File: src/sv/macd_indicator_filter_core_defines.svh
// ----------------------------------------------------------------------------
// macd indicator filter assertion macros
// shared property wrappers, empty when building for synthesis
// ----------------------------------------------------------------------------
`ifndef MACD_INDICATOR_FILTER_CORE_DEFINES_SVH
`define MACD_INDICATOR_FILTER_CORE_DEFINES_SVH

`ifndef SYNTHESIS
// antecedent implies consequent in the same cycle
`define MIF_ASSERT_SAME(name, clk, rst_n, ante, cons, msg) \
    name: assert property (@(posedge clk) disable iff (!rst_n) (ante) |-> (cons)) \
        else $error(msg);
// antecedent implies consequent in the next cycle
`define MIF_ASSERT_NEXT(name, clk, rst_n, ante, cons, msg) \
    name: assert property (@(posedge clk) disable iff (!rst_n) (ante) |=> (cons)) \
        else $error(msg);
`else
`define MIF_ASSERT_SAME(name, clk, rst_n, ante, cons, msg)
`define MIF_ASSERT_NEXT(name, clk, rst_n, ante, cons, msg)
`endif

`endif

File: src/sv/mif_pkg.sv
// ----------------------------------------------------------------------------
// mif_pkg
// shared types, constants and helpers of the macd indicator filter
// ----------------------------------------------------------------------------
package mif_pkg;

    // field widths
    localparam int PRICE_W  = 32;
    localparam int SIG_W    = 33;
    localparam int HIST_W   = 35;
    localparam int PER_W    = 8;
    localparam int CNT_W    = 8;
    localparam int CFG_IDX_W = 2;
    localparam int OUT_TDATA_W = 168;

    // numerator of one average update: 33b signed times 9b plus 2*x
    localparam int NUM_W    = 42;
    localparam int MAG_W    = NUM_W - 1;
    localparam int DIV_STEPS = MAG_W;
    localparam int STEP_W   = $clog2(DIV_STEPS);
    localparam int DVS_W    = PER_W + 1;

    // register indexes
    localparam logic [CFG_IDX_W-1:0] CFG_FAST_PERIOD   = 2'd0;
    localparam logic [CFG_IDX_W-1:0] CFG_SLOW_PERIOD   = 2'd1;
    localparam logic [CFG_IDX_W-1:0] CFG_SIGNAL_PERIOD = 2'd2;

    // register reset values
    localparam logic [PER_W-1:0] FAST_PERIOD_RST   = 8'd12;
    localparam logic [PER_W-1:0] SLOW_PERIOD_RST   = 8'd26;
    localparam logic [PER_W-1:0] SIGNAL_PERIOD_RST = 8'd9;

    localparam logic [CNT_W-1:0] CNT_MAX = '1;

    // controller states
    typedef enum logic [2:0] {
        ST_IDLE,
        ST_START,
        ST_MUL,
        ST_LOAD,
        ST_DIV,
        ST_WB,
        ST_OUT
    } t_state;

    // which average is being updated
    typedef enum logic [1:0] {
        OP_FAST,
        OP_SLOW,
        OP_SIG
    } t_op;

    // controller to datapath
    typedef struct packed {
        logic accept;
        logic mul;
        logic load;
        logic step;
        logic wb;
        logic out_load;
        t_op  op;
    } t_cmd;

    // datapath to controller
    typedef struct packed {
        logic restart;
        logic out_busy;
    } t_sts;

    // a period of zero behaves as one
    function automatic logic [PER_W-1:0] eff_period(input logic [PER_W-1:0] p);
        eff_period = (p == '0) ? PER_W'(1) : p;
    endfunction

endpackage

File: src/sv/mif_ctrl.sv
// ----------------------------------------------------------------------------
// mif_ctrl
// sequencer: accept, three average updates through the shared divider (skipped on restart), output
// ----------------------------------------------------------------------------
module mif_ctrl (
    input  logic              i_clk,
    input  logic              i_rst_n,
    input  logic              i_s_valid,
    output logic              o_s_ready,
    input  mif_pkg::t_sts     i_sts,
    output mif_pkg::t_cmd     o_cmd
);

    mif_pkg::t_state r_state, n_state;
    mif_pkg::t_op    r_op, n_op;
    logic [mif_pkg::STEP_W-1:0] r_step, n_step;

    // state registers
    always_ff @(posedge i_clk) begin
        if (!i_rst_n) begin
            r_state <= mif_pkg::ST_IDLE;
            r_op    <= mif_pkg::OP_FAST;
            r_step  <= '0;
        end else begin
            r_state <= n_state;
            r_op    <= n_op;
            r_step  <= n_step;
        end
    end

    // next state and commands
    always_comb begin
        n_state   = r_state;
        n_op      = r_op;
        n_step    = r_step;
        o_s_ready = 1'b0;
        o_cmd     = '0;
        o_cmd.op  = r_op;
        case (r_state)
            mif_pkg::ST_IDLE: begin
                o_s_ready = 1'b1;
                if (i_s_valid) begin
                    o_cmd.accept = 1'b1;
                    n_state      = mif_pkg::ST_START;
                end
            end
            mif_pkg::ST_START: begin
                n_op = mif_pkg::OP_FAST;
                if (i_sts.restart) begin
                    n_state = mif_pkg::ST_OUT;
                end else begin
                    n_state = mif_pkg::ST_MUL;
                end
            end
            mif_pkg::ST_MUL: begin
                o_cmd.mul = 1'b1;
                n_state   = mif_pkg::ST_LOAD;
            end
            mif_pkg::ST_LOAD: begin
                o_cmd.load = 1'b1;
                n_step     = '0;
                n_state    = mif_pkg::ST_DIV;
            end
            mif_pkg::ST_DIV: begin
                o_cmd.step = 1'b1;
                if (r_step == mif_pkg::STEP_W'(mif_pkg::DIV_STEPS - 1)) begin
                    n_step  = '0;
                    n_state = mif_pkg::ST_WB;
                end else begin
                    n_step = r_step + 1'b1;
                end
            end
            mif_pkg::ST_WB: begin
                o_cmd.wb = 1'b1;
                case (r_op)
                    mif_pkg::OP_FAST: begin
                        n_op    = mif_pkg::OP_SLOW;
                        n_state = mif_pkg::ST_MUL;
                    end
                    mif_pkg::OP_SLOW: begin
                        n_op    = mif_pkg::OP_SIG;
                        n_state = mif_pkg::ST_MUL;
                    end
                    default: begin
                        n_state = mif_pkg::ST_OUT;
                    end
                endcase
            end
            mif_pkg::ST_OUT: begin
                // wait until the output register is free
                if (!i_sts.out_busy) begin
                    o_cmd.out_load = 1'b1;
                    n_state        = mif_pkg::ST_IDLE;
                end
            end
            default: begin
                n_state = mif_pkg::ST_IDLE;
            end
        endcase
    end

endmodule

File: src/sv/mif_datapath.sv
// ----------------------------------------------------------------------------
// mif_datapath
// average state, shared multiply-add, restoring divider and output register
// ----------------------------------------------------------------------------
module mif_datapath (
    input  logic                             i_clk,
    input  logic                             i_rst_n,
    input  mif_pkg::t_cmd                    i_cmd,
    output mif_pkg::t_sts                    o_sts,
    // configuration writes
    input  logic                             i_cfg_wr,
    input  logic [mif_pkg::CFG_IDX_W-1:0]    i_cfg_index,
    input  logic [mif_pkg::PER_W-1:0]        i_cfg_data,
    // input payload: [31:0] price
    input  logic [mif_pkg::PRICE_W-1:0]      i_price,
    // input flag: restart
    input  logic                             i_restart,
    // output channel
    input  logic                             i_m_ready,
    output logic                             o_m_valid,
    output logic [mif_pkg::OUT_TDATA_W-1:0]  o_m_data,
    output logic                             o_m_user
);

    // configuration
    logic [mif_pkg::PER_W-1:0] r_fast_per, r_slow_per, r_sig_per;

    // series state
    logic [mif_pkg::PRICE_W-1:0]      r_ema_fast, r_ema_slow, r_price;
    logic signed [mif_pkg::SIG_W-1:0] r_ema_sig, r_dif;
    logic [mif_pkg::CNT_W-1:0]        r_count;
    logic                             r_restart;

    // arithmetic
    logic signed [mif_pkg::NUM_W-1:0] r_num;
    logic [mif_pkg::MAG_W-1:0]        r_quo;
    logic [mif_pkg::PER_W-1:0]        r_rem;
    logic                             r_neg;

    // output register
    logic                             r_m_valid;
    logic [mif_pkg::OUT_TDATA_W-1:0]  r_m_data;
    logic                             r_m_user;

    logic signed [mif_pkg::SIG_W-1:0] w_old, w_x;
    logic [mif_pkg::PER_W-1:0]        w_per, w_pe, w_nm1;
    logic [mif_pkg::DVS_W-1:0]        w_dvs;
    logic signed [mif_pkg::NUM_W-1:0] w_prod, w_num;
    logic [mif_pkg::DVS_W-1:0]        w_trial;
    logic                             w_ge;
    logic [mif_pkg::MAG_W-1:0]        w_res;
    logic signed [mif_pkg::HIST_W-1:0] w_hist;
    logic                             w_valid_res;

    // operand select for the average being updated
    always_comb begin
        case (i_cmd.op)
            mif_pkg::OP_FAST: begin
                w_old = $signed({1'b0, r_ema_fast});
                w_x   = $signed({1'b0, r_price});
                w_per = r_fast_per;
            end
            mif_pkg::OP_SLOW: begin
                w_old = $signed({1'b0, r_ema_slow});
                w_x   = $signed({1'b0, r_price});
                w_per = r_slow_per;
            end
            default: begin
                w_old = r_ema_sig;
                w_x   = r_dif;
                w_per = r_sig_per;
            end
        endcase
    end

    // old*(n-1) + 2*x, divisor n+1
    assign w_pe   = mif_pkg::eff_period(w_per);
    assign w_nm1  = w_pe - 1'b1;
    assign w_dvs  = {1'b0, w_pe} + 1'b1;
    assign w_prod = w_old * $signed({1'b0, w_nm1});
    assign w_num  = w_prod + (mif_pkg::NUM_W'(w_x) <<< 1);

    // one restoring divide step
    assign w_trial = {r_rem, r_quo[mif_pkg::MAG_W-1]};
    assign w_ge    = (w_trial >= w_dvs);

    // quotient rounded toward zero
    assign w_res = r_neg ? (~r_quo + 1'b1) : r_quo;

    // output fields
    assign w_hist = (mif_pkg::HIST_W'(r_dif) - mif_pkg::HIST_W'(r_ema_sig)) <<< 1;
    assign w_valid_res = (r_count >= mif_pkg::eff_period(r_fast_per)) &&
                         (r_count >= mif_pkg::eff_period(r_slow_per)) &&
                         (r_count >= mif_pkg::eff_period(r_sig_per));

    // configuration registers
    always_ff @(posedge i_clk) begin
        if (!i_rst_n) begin
            r_fast_per <= mif_pkg::FAST_PERIOD_RST;
            r_slow_per <= mif_pkg::SLOW_PERIOD_RST;
            r_sig_per  <= mif_pkg::SIGNAL_PERIOD_RST;
        end else if (i_cfg_wr) begin
            case (i_cfg_index)
                mif_pkg::CFG_FAST_PERIOD:   r_fast_per <= i_cfg_data;
                mif_pkg::CFG_SLOW_PERIOD:   r_slow_per <= i_cfg_data;
                mif_pkg::CFG_SIGNAL_PERIOD: r_sig_per  <= i_cfg_data;
                default: ;
            endcase
        end
    end

    // series state: seeding or counting on accept, write back after each divide
    always_ff @(posedge i_clk) begin
        if (!i_rst_n) begin
            r_ema_fast <= '0;
            r_ema_slow <= '0;
            r_ema_sig  <= '0;
            r_dif      <= '0;
            r_count    <= '0;
            r_restart  <= 1'b0;
        end else if (i_cmd.accept) begin
            r_restart <= i_restart;
            if (i_restart) begin
                r_ema_fast <= i_price;
                r_ema_slow <= i_price;
                r_ema_sig  <= '0;
                r_dif      <= '0;
                r_count    <= mif_pkg::CNT_W'(1);
            end else if (r_count != mif_pkg::CNT_MAX) begin
                r_count <= r_count + 1'b1;
            end
        end else if (i_cmd.wb) begin
            case (i_cmd.op)
                mif_pkg::OP_FAST: begin
                    r_ema_fast <= w_res[mif_pkg::PRICE_W-1:0];
                end
                mif_pkg::OP_SLOW: begin
                    r_ema_slow <= w_res[mif_pkg::PRICE_W-1:0];
                    r_dif      <= $signed({1'b0, r_ema_fast}) -
                                  $signed({1'b0, w_res[mif_pkg::PRICE_W-1:0]});
                end
                default: begin
                    r_ema_sig <= $signed(w_res[mif_pkg::SIG_W-1:0]);
                end
            endcase
        end
    end

    // input price, multiply-add and divider
    always_ff @(posedge i_clk) begin
        if (i_cmd.accept) begin
            r_price <= i_price;
        end
        if (i_cmd.mul) begin
            r_num <= w_num;
        end
        if (i_cmd.load) begin
            r_neg <= r_num[mif_pkg::NUM_W-1];
            r_rem <= '0;
            r_quo <= r_num[mif_pkg::NUM_W-1] ? mif_pkg::MAG_W'(-r_num)
                                             : r_num[mif_pkg::MAG_W-1:0];
        end else if (i_cmd.step) begin
            r_rem <= w_ge ? mif_pkg::PER_W'(w_trial - w_dvs) : w_trial[mif_pkg::PER_W-1:0];
            r_quo <= {r_quo[mif_pkg::MAG_W-2:0], w_ge};
        end
    end

    // output register control
    always_ff @(posedge i_clk) begin
        if (!i_rst_n) begin
            r_m_valid <= 1'b0;
        end else if (i_cmd.out_load) begin
            r_m_valid <= 1'b1;
        end else if (i_m_ready) begin
            r_m_valid <= 1'b0;
        end
    end

    // output register payload
    always_ff @(posedge i_clk) begin
        if (i_cmd.out_load) begin
            r_m_data <= {3'b000, w_hist, r_ema_sig, r_dif, r_ema_slow, r_ema_fast};
            r_m_user <= w_valid_res;
        end
    end

    assign o_sts.restart  = r_restart;
    assign o_sts.out_busy = r_m_valid & ~i_m_ready;
    assign o_m_valid      = r_m_valid;
    assign o_m_data       = r_m_data;
    assign o_m_user       = r_m_user;

endmodule

File: src/sv/macd_indicator_filter_core.sv
// ----------------------------------------------------------------------------
// macd_indicator_filter_core
// macd indicator over a price stream: fast, slow and signal averages
// ----------------------------------------------------------------------------
// One price sample in on the s_axis channel (tdata: unsigned Q16.16 price,
// tuser: restart flag), one result out on the m_axis channel for every sample.
// Periods must be written on the cfg channel (index 0 fast, 1 slow, 2 signal)
// only while no sample is in flight (not enforced); cfg_ready is always high.
// A restart sample seeds both averages with the price and the signal average
// with zero; it skips the divider and its result goes to the output register.
// Any other sample updates the three averages one after another through one
// multiply-add and one restoring divider that retires one quotient bit per
// cycle; each average runs through multiply, load, divide and write-back.
// One sample is in the block at a time; s_axis_tready is high only while it
// is idle, so a new sample is taken only once the last one has left the sequencer.
// The result sits in an output register; the next sample is taken while it
// waits, and a stalled receiver holds the following result back in the
// sequencer until the register frees up.
// Reset restores periods 12/26/9 and clears the averages and sample count.
// ----------------------------------------------------------------------------
`include "macd_indicator_filter_core_defines.svh"

module macd_indicator_filter_core (
    input  logic                                i_clk,
    input  logic                                i_rst_n,
    // input stream
    input  logic                                s_axis_tvalid,
    output logic                                s_axis_tready,
    // [31:0] price
    input  logic [mif_pkg::PRICE_W-1:0]         s_axis_tdata,
    // [0] restart
    input  logic                                s_axis_tuser,
    // result stream
    output logic                                m_axis_tvalid,
    input  logic                                m_axis_tready,
    // [31:0] ema_fast_out, [63:32] ema_slow_out, [96:64] dif_out,
    // [129:97] dea_out, [164:130] histogram, [167:165] zero
    output logic [mif_pkg::OUT_TDATA_W-1:0]     m_axis_tdata,
    // [0] valid_res
    output logic                                m_axis_tuser,
    // configuration writes
    input  logic                                i_cfg_valid,
    output logic                                o_cfg_ready,
    input  logic [mif_pkg::CFG_IDX_W-1:0]       i_cfg_index,
    input  logic [mif_pkg::PER_W-1:0]           i_cfg_data
);

    mif_pkg::t_cmd w_cmd;
    mif_pkg::t_sts w_sts;

    assign o_cfg_ready = 1'b1;

    // sequencer
    mif_ctrl u_ctrl (
        .i_clk     (i_clk),
        .i_rst_n   (i_rst_n),
        .i_s_valid (s_axis_tvalid),
        .o_s_ready (s_axis_tready),
        .i_sts     (w_sts),
        .o_cmd     (w_cmd)
    );

    // arithmetic and state
    mif_datapath u_datapath (
        .i_clk       (i_clk),
        .i_rst_n     (i_rst_n),
        .i_cmd       (w_cmd),
        .o_sts       (w_sts),
        .i_cfg_wr    (i_cfg_valid & o_cfg_ready),
        .i_cfg_index (i_cfg_index),
        .i_cfg_data  (i_cfg_data),
        .i_price     (s_axis_tdata),
        .i_restart   (s_axis_tuser),
        .i_m_ready   (m_axis_tready),
        .o_m_valid   (m_axis_tvalid),
        .o_m_data    (m_axis_tdata),
        .o_m_user    (m_axis_tuser)
    );

    // checks
    `MIF_ASSERT_NEXT(a_busy_after_accept, i_clk, i_rst_n, s_axis_tvalid && s_axis_tready, !s_axis_tready, "sample accepted while another is in flight")
    `MIF_ASSERT_SAME(a_dif_matches, i_clk, i_rst_n, m_axis_tvalid, (33'(m_axis_tdata[31:0]) - 33'(m_axis_tdata[63:32])) == m_axis_tdata[96:64], "dif is not fast minus slow")
    `MIF_ASSERT_SAME(a_hist_matches, i_clk, i_rst_n, m_axis_tvalid, ((35'($signed(m_axis_tdata[96:64])) - 35'($signed(m_axis_tdata[129:97]))) << 1) == m_axis_tdata[164:130], "histogram is not twice dif minus dea")

endmodule
File: config.mk
export PLATFORM = sky130hd
export DESIGN_NAME = macd_indicator_filter_core
export DESIGN_NICKNAME = d
export VERILOG_FILES = /design/src/sv/mif_pkg.sv /design/src/sv/mif_ctrl.sv /design/src/sv/mif_datapath.sv /design/src/sv/macd_indicator_filter_core.sv
export VERILOG_INCLUDE_DIRS = /design/src /design/src/sv
export SDC_FILE = /design/constraint.sdc
export NUM_CORES = 2
export LEC_CHECK = 0
export ABC_AREA = 1
export BUFFER_PORTS_ARGS = -buffer_cell sky130_fd_sc_hd__clkbuf_2
export CAP_MARGIN = 20
export CORE_UTILIZATION = 30
export DETAILED_ROUTE_END_ITERATION = 10
export PLACE_DENSITY_LB_ADDON = 0.1
export SLEW_MARGIN = 40
export SYNTH_ARGS = -nofsm -noshare
export SYNTH_HDL_FRONTEND = slang
export SYNTH_HIERARCHICAL = 1
export SYNTH_SLANG_ARGS = --single-unit
File: constraint.sdc
create_clock -name i_clk -period 53.9 [get_ports i_clk]
set_clock_uncertainty 0.2 [all_clocks]
set_input_delay 10.78 -clock i_clk [delete_from_list [all_inputs] [get_ports i_clk]]
set_output_delay 10.78 -clock i_clk [all_outputs]
set_load 0.01 [all_outputs]
# == Yosys cells after proc, flatten, opt, wreduce, memory -nomap -nowiden ==
# Cells that the tools add are included.
# totals
register_bits,464
latch_bits,0
ramBits,0
mem_bits_ro,0
input_bits,48
output_inout_bits,172
elab_cells,131
memories,0
# op_classes
add_sub_neg,10
mul,1
div,0
magnitude_cmp,4
eq_ne,17
n_shift,0
muxes,49
bitwise,3
n_reduce_logical,27
# ops
cell,n
$mux W33,9
$mux W32,7
$mux W41,3
$pmux W33 S2,1
$mux W8,7
$add A42 B34 Y42,1
$mul A33 B9 Y42,1
$neg A41 Y41,1
$sub A33 B33 Y34,1
$add A33 B1 Y33 const B,1
$not A33 Y33,1
$sub A32 B32 Y33,1
$logic_not A8 Y1,4
$ge A8 B8 Y1,3
$pmux W3 S7,1
$pmux W8 S2,1
$reduce_bool A2 Y1,8
$mux W3,5
$pmux W6 S2,1
$reduce_and A3 Y1,4
$mux W1,11
$reduce_and A2 Y1,5
$add A8 B1 Y9 const B,1
$eq A3 B3 Y1 const B,3
22 further kinds,30

# == Depth between registers and ports, before layout ==
# depth
word_depth,8
mapped_depth,41

# == Modules after synthesis ==
# Netlist, hierarchy kept.
# modules_own_cells
mod,instances,cells_per_inst,area_per_inst_um2
mif_datapath,1,4530,35431.5
mif_ctrl,1,101,670.6
macd_indicator_filter_core,1,2,11.3

# == Worst setup path after synthesis ==
# No wires, ideal clock.
# synth_path
kind,input-to-reg
start,input port m_axis_tready
end,register u_datapath.r_m_data (netlist bit u_datapath/o_m_data[0]) (enable)
t_arrival_ps,26454
required_ps,52604
path_slack_ps,26150
cell_stages,2
n_path_buf,0
path_cell_list,nor2_1 -> nor4_1
# synth_rtl
element,line,text
start: declaration,macd_indicator_filter_core.sv:35,"input logic m_axis_tready,"
end signal: assignment,mif_datapath.sv:182,"r_m_data <= {3'b000, w_hist, r_ema_sig, r_dif, r_ema_slow, r_ema_fast};"
end: declaration,mif_datapath.sv:42,logic [mif_pkg::OUT_TDATA_W-1:0] r_m_data;

==> metrics.txt <==
min cycle time layout 13.72 ns; Crit path max-delay family buffers and inverters; CP Cell Sequence clkbuf_2 > inv_1 > nor3_2 > inv_1 > buf_4 > nand2_1 > nor2_1 > buf_4 > nor2_4 > buf_4 > inv_2 > buf_4 > or2_2 > nand3_1 > inv_1; met1 Track Usage GR 30.5%; routed wire length 141000 um; final core utilization 34.3%; Crit Path Class in -> reg; max-slew violations 0; share of post-route cells with drive strength above 1 8.18%; total negative slack 0 ns; hold-fix buffers at CTS 0; IO Port Bufs 214; clock latency on the worst-skew pair 0.63 ns; slowest CP cell nor3_2; Sink Count 464; initial antenna violation count 6; Syn Inst Count 4633; Final period util 25.5%; crit-path max FO 46; post-CTS setup buffers 0; CP dominant cell by count buf_4; Worst Path Required 54.23 ns; Worst setup SP type input port; ranking of synthesized cells by area edfxtp_1 (23%), fa_1 (14%), nand2_1 (11%); Gates resized, CTS repair 0; first-pass GRT wire length 205000 um; post-synth top area share 23.4%; post-synthesis cell area 36100 um^2; Seq/Total Area, Yosys 33.5%; worst hold slack 0.259 ns; I/O Pins 220; yosys warns 6; dpl hpwl 115000 um; top_reg_cell synth edfxtp_1; post-route antenna net violation count 0; n_diodes 0; routability cong. 0.937; Least-Margin Pin Slew 0.860 ns; Tot GR Track Use 23.0%; Unique masters post-synth 56; drt drc 0; status finished clean; CTS Buffer Depth 3; most frequent cell after synthesis nand2_1; Worst Setup End Kind flop; Max transition margin 42.7%; Fin. Hold Viols 0; TritonRoute pass-1 iters 5; endpoints failing setup 0; Max-Cap Viols 0; Vias per Instance 4.79; Worst Path Buf+Inv 9; final instance area 40700 um^2; grt met2 use 38.0%; Num CTS Buffers 53; CTS root buf clkbuf_16; flops & latches, synth 464; Die W 349 um; CTS tree done; cell taking the most area after synthesis edfxtp_1; core box area 119000 um^2; Final nets 5306; Die Ht 349 um; Starting Density 30.4%; Die Area 122000 um^2; num rows 126; RSZ-0062 raised after global routing false; busiest grt layer met2; syn_area_per_cell 7.79 um^2; vias in the first global route 30100; Post-synth EDFFs 281; total grt overflow 0; slowest stage delay, CP 0.50 ns; DRT iter0 DRCs 2510; synthesis-to-finish area growth 12.7%; Area after DPL 39000 um^2; async set-reset flop share out of synthesis 0%; CP arrival 14.05 ns; met3 GRT Util 3.08%; Hold Crit Class reg -> reg; synth cell count leaders nand2_1 (1102), inv_1 (822), nor2_1 (494), edfxtp_1 (281), a21oi_1 (267); largest net degree at the start of global routing 74; Fmax 0.0729 GHz; Vias 31000; wire per inst 21.8 um; Reg clk slew, reported paths 0.06 ns; htree depth 2
==> state kept, by name (all words and copies together) (netlist names), 32 cells and up <==
name / cells
u_datapath/r_ema_sig: 33
u_datapath/o_m_data: 164
u_datapath/r_ema_slow: 32
u_datapath/r_quo: 41
u_datapath/r_ema_fast: 32
u_datapath/r_num: 42
u_datapath/r_price: 32
u_datapath/r_dif: 33
==> worst register-to-register path: cells and delay by family (launching register included) <==
kind            cells  cell delay, ns
xor+xnor            1            0.33
flops               1            0.54
simple gates       13            2.48
fa+ha+maj           7            3.28
compound gates      3            0.94
buf+inv            11            2.17
==> through the flow <==
step	instances	worst slack, ns
after detailed placement	6366	39.51
after global placement	6366	39.64
after floorplan	4636	26.15
after global routing	6463	39.91
final	6463	40.18
after CTS	6463	40.20
==> kinds of logic after synthesis <==
| group | count (synthesis) | share of synthesized area, % |
|---|---|---|
| AO/OA/AOI/OAI | 644 | 10.0 |
| XOR/XNOR | 100 | 2.43 |
| adder cells (fa/ha/maj) | 437 | 20.2 |
| buffers and inverters | 952 | 10.2 |
| flip-flops | 464 | 33.5 |
| multiplexers | 18 | 0.499 |
| other | 2 | 0.0208 |
| AND/OR/NAND/NOR | 2016 | 23.1 |
==> per-layer routing <==
layer  vias up  routed length, um  share of wire (%)
met1     14800              63500                 45
li1      15100                  -                  -
met4         6               5400                3.8
met2       803              65600                 46
met3       172               6550                4.6
met5         -                 44              0.031
==> final timing paths <==
path / startpoint / to / slack [ns] / cells after the start
hold reg to reg: u_datapath/r_dif[0]$_SDFFE_PN0P_ / u_datapath/o_m_data[64]$_DFFE_PP_ / 0.26 / 0
setup reg to reg: u_ctrl/r_op[1]$_SDFFE_PN0P_ / u_datapath/r_num[22]$_DFFE_PP_ / 43.78 / 35
setup / recovery: s_axis_tvalid / u_datapath/r_ema_slow[12]$_SDFFE_PN0P_ / 40.18 / 15
hold / removal: u_datapath/r_dif[0]$_SDFFE_PN0P_ / u_datapath/o_m_data[64]$_DFFE_PP_ / 0.26 / 0
==> layout make-up <==
cell class,count,area [um^2]
Tap cell,1600,2000
Clock inverter,26,267
Multi-Input combinational cell,3220,20400
Clock buffer,71,1440
Fill cell,12700,78000
Timing Repair Buffer,251,1360
Sequential cell,464,12100
Inverter,831,3130
==> cell usage in the layout (no fill, tap or decap), types with 6 or more instances in the layout <==
| master | n |
|---|---|
| buf_4 | 35 |
| o21ai_2 | 7 |
| a21oi_1 | 267 |
| clkinv_2 | 7 |
| o211ai_1 | 24 |
| nand2_2 | 11 |
| clkbuf_16 | 54 |
| nor2_1 | 493 |
| nand3b_1 | 13 |
| inv_1 | 820 |
| o21a_1 | 34 |
| nand4_1 | 52 |
| o21ai_1 | 6 |
| xnor2_1 | 27 |
| nor3_1 | 33 |
| nand3_1 | 262 |
| a21o_1 | 8 |
| ha_1 | 193 |
| or2_2 | 14 |
| clkbuf_1 | 15 |
| a31oi_1 | 12 |
| edfxtp_1 | 281 |
| mux2i_1 | 17 |
| a22oi_1 | 15 |
| o21bai_1 | 36 |
| clkinv_1 | 9 |
| xor2_1 | 73 |
| nand2_1 | 1100 |
| dfxtp_1 | 182 |
| inv_2 | 6 |
| fa_1 | 244 |
| clkbuf_2 | 213 |
| nor2_4 | 12 |
| o21ai_0 | 213 |
Power is left out: the tool's default activity adds up to more than one toggle a clock period on the data nets, which glitch-free logic cannot reach.
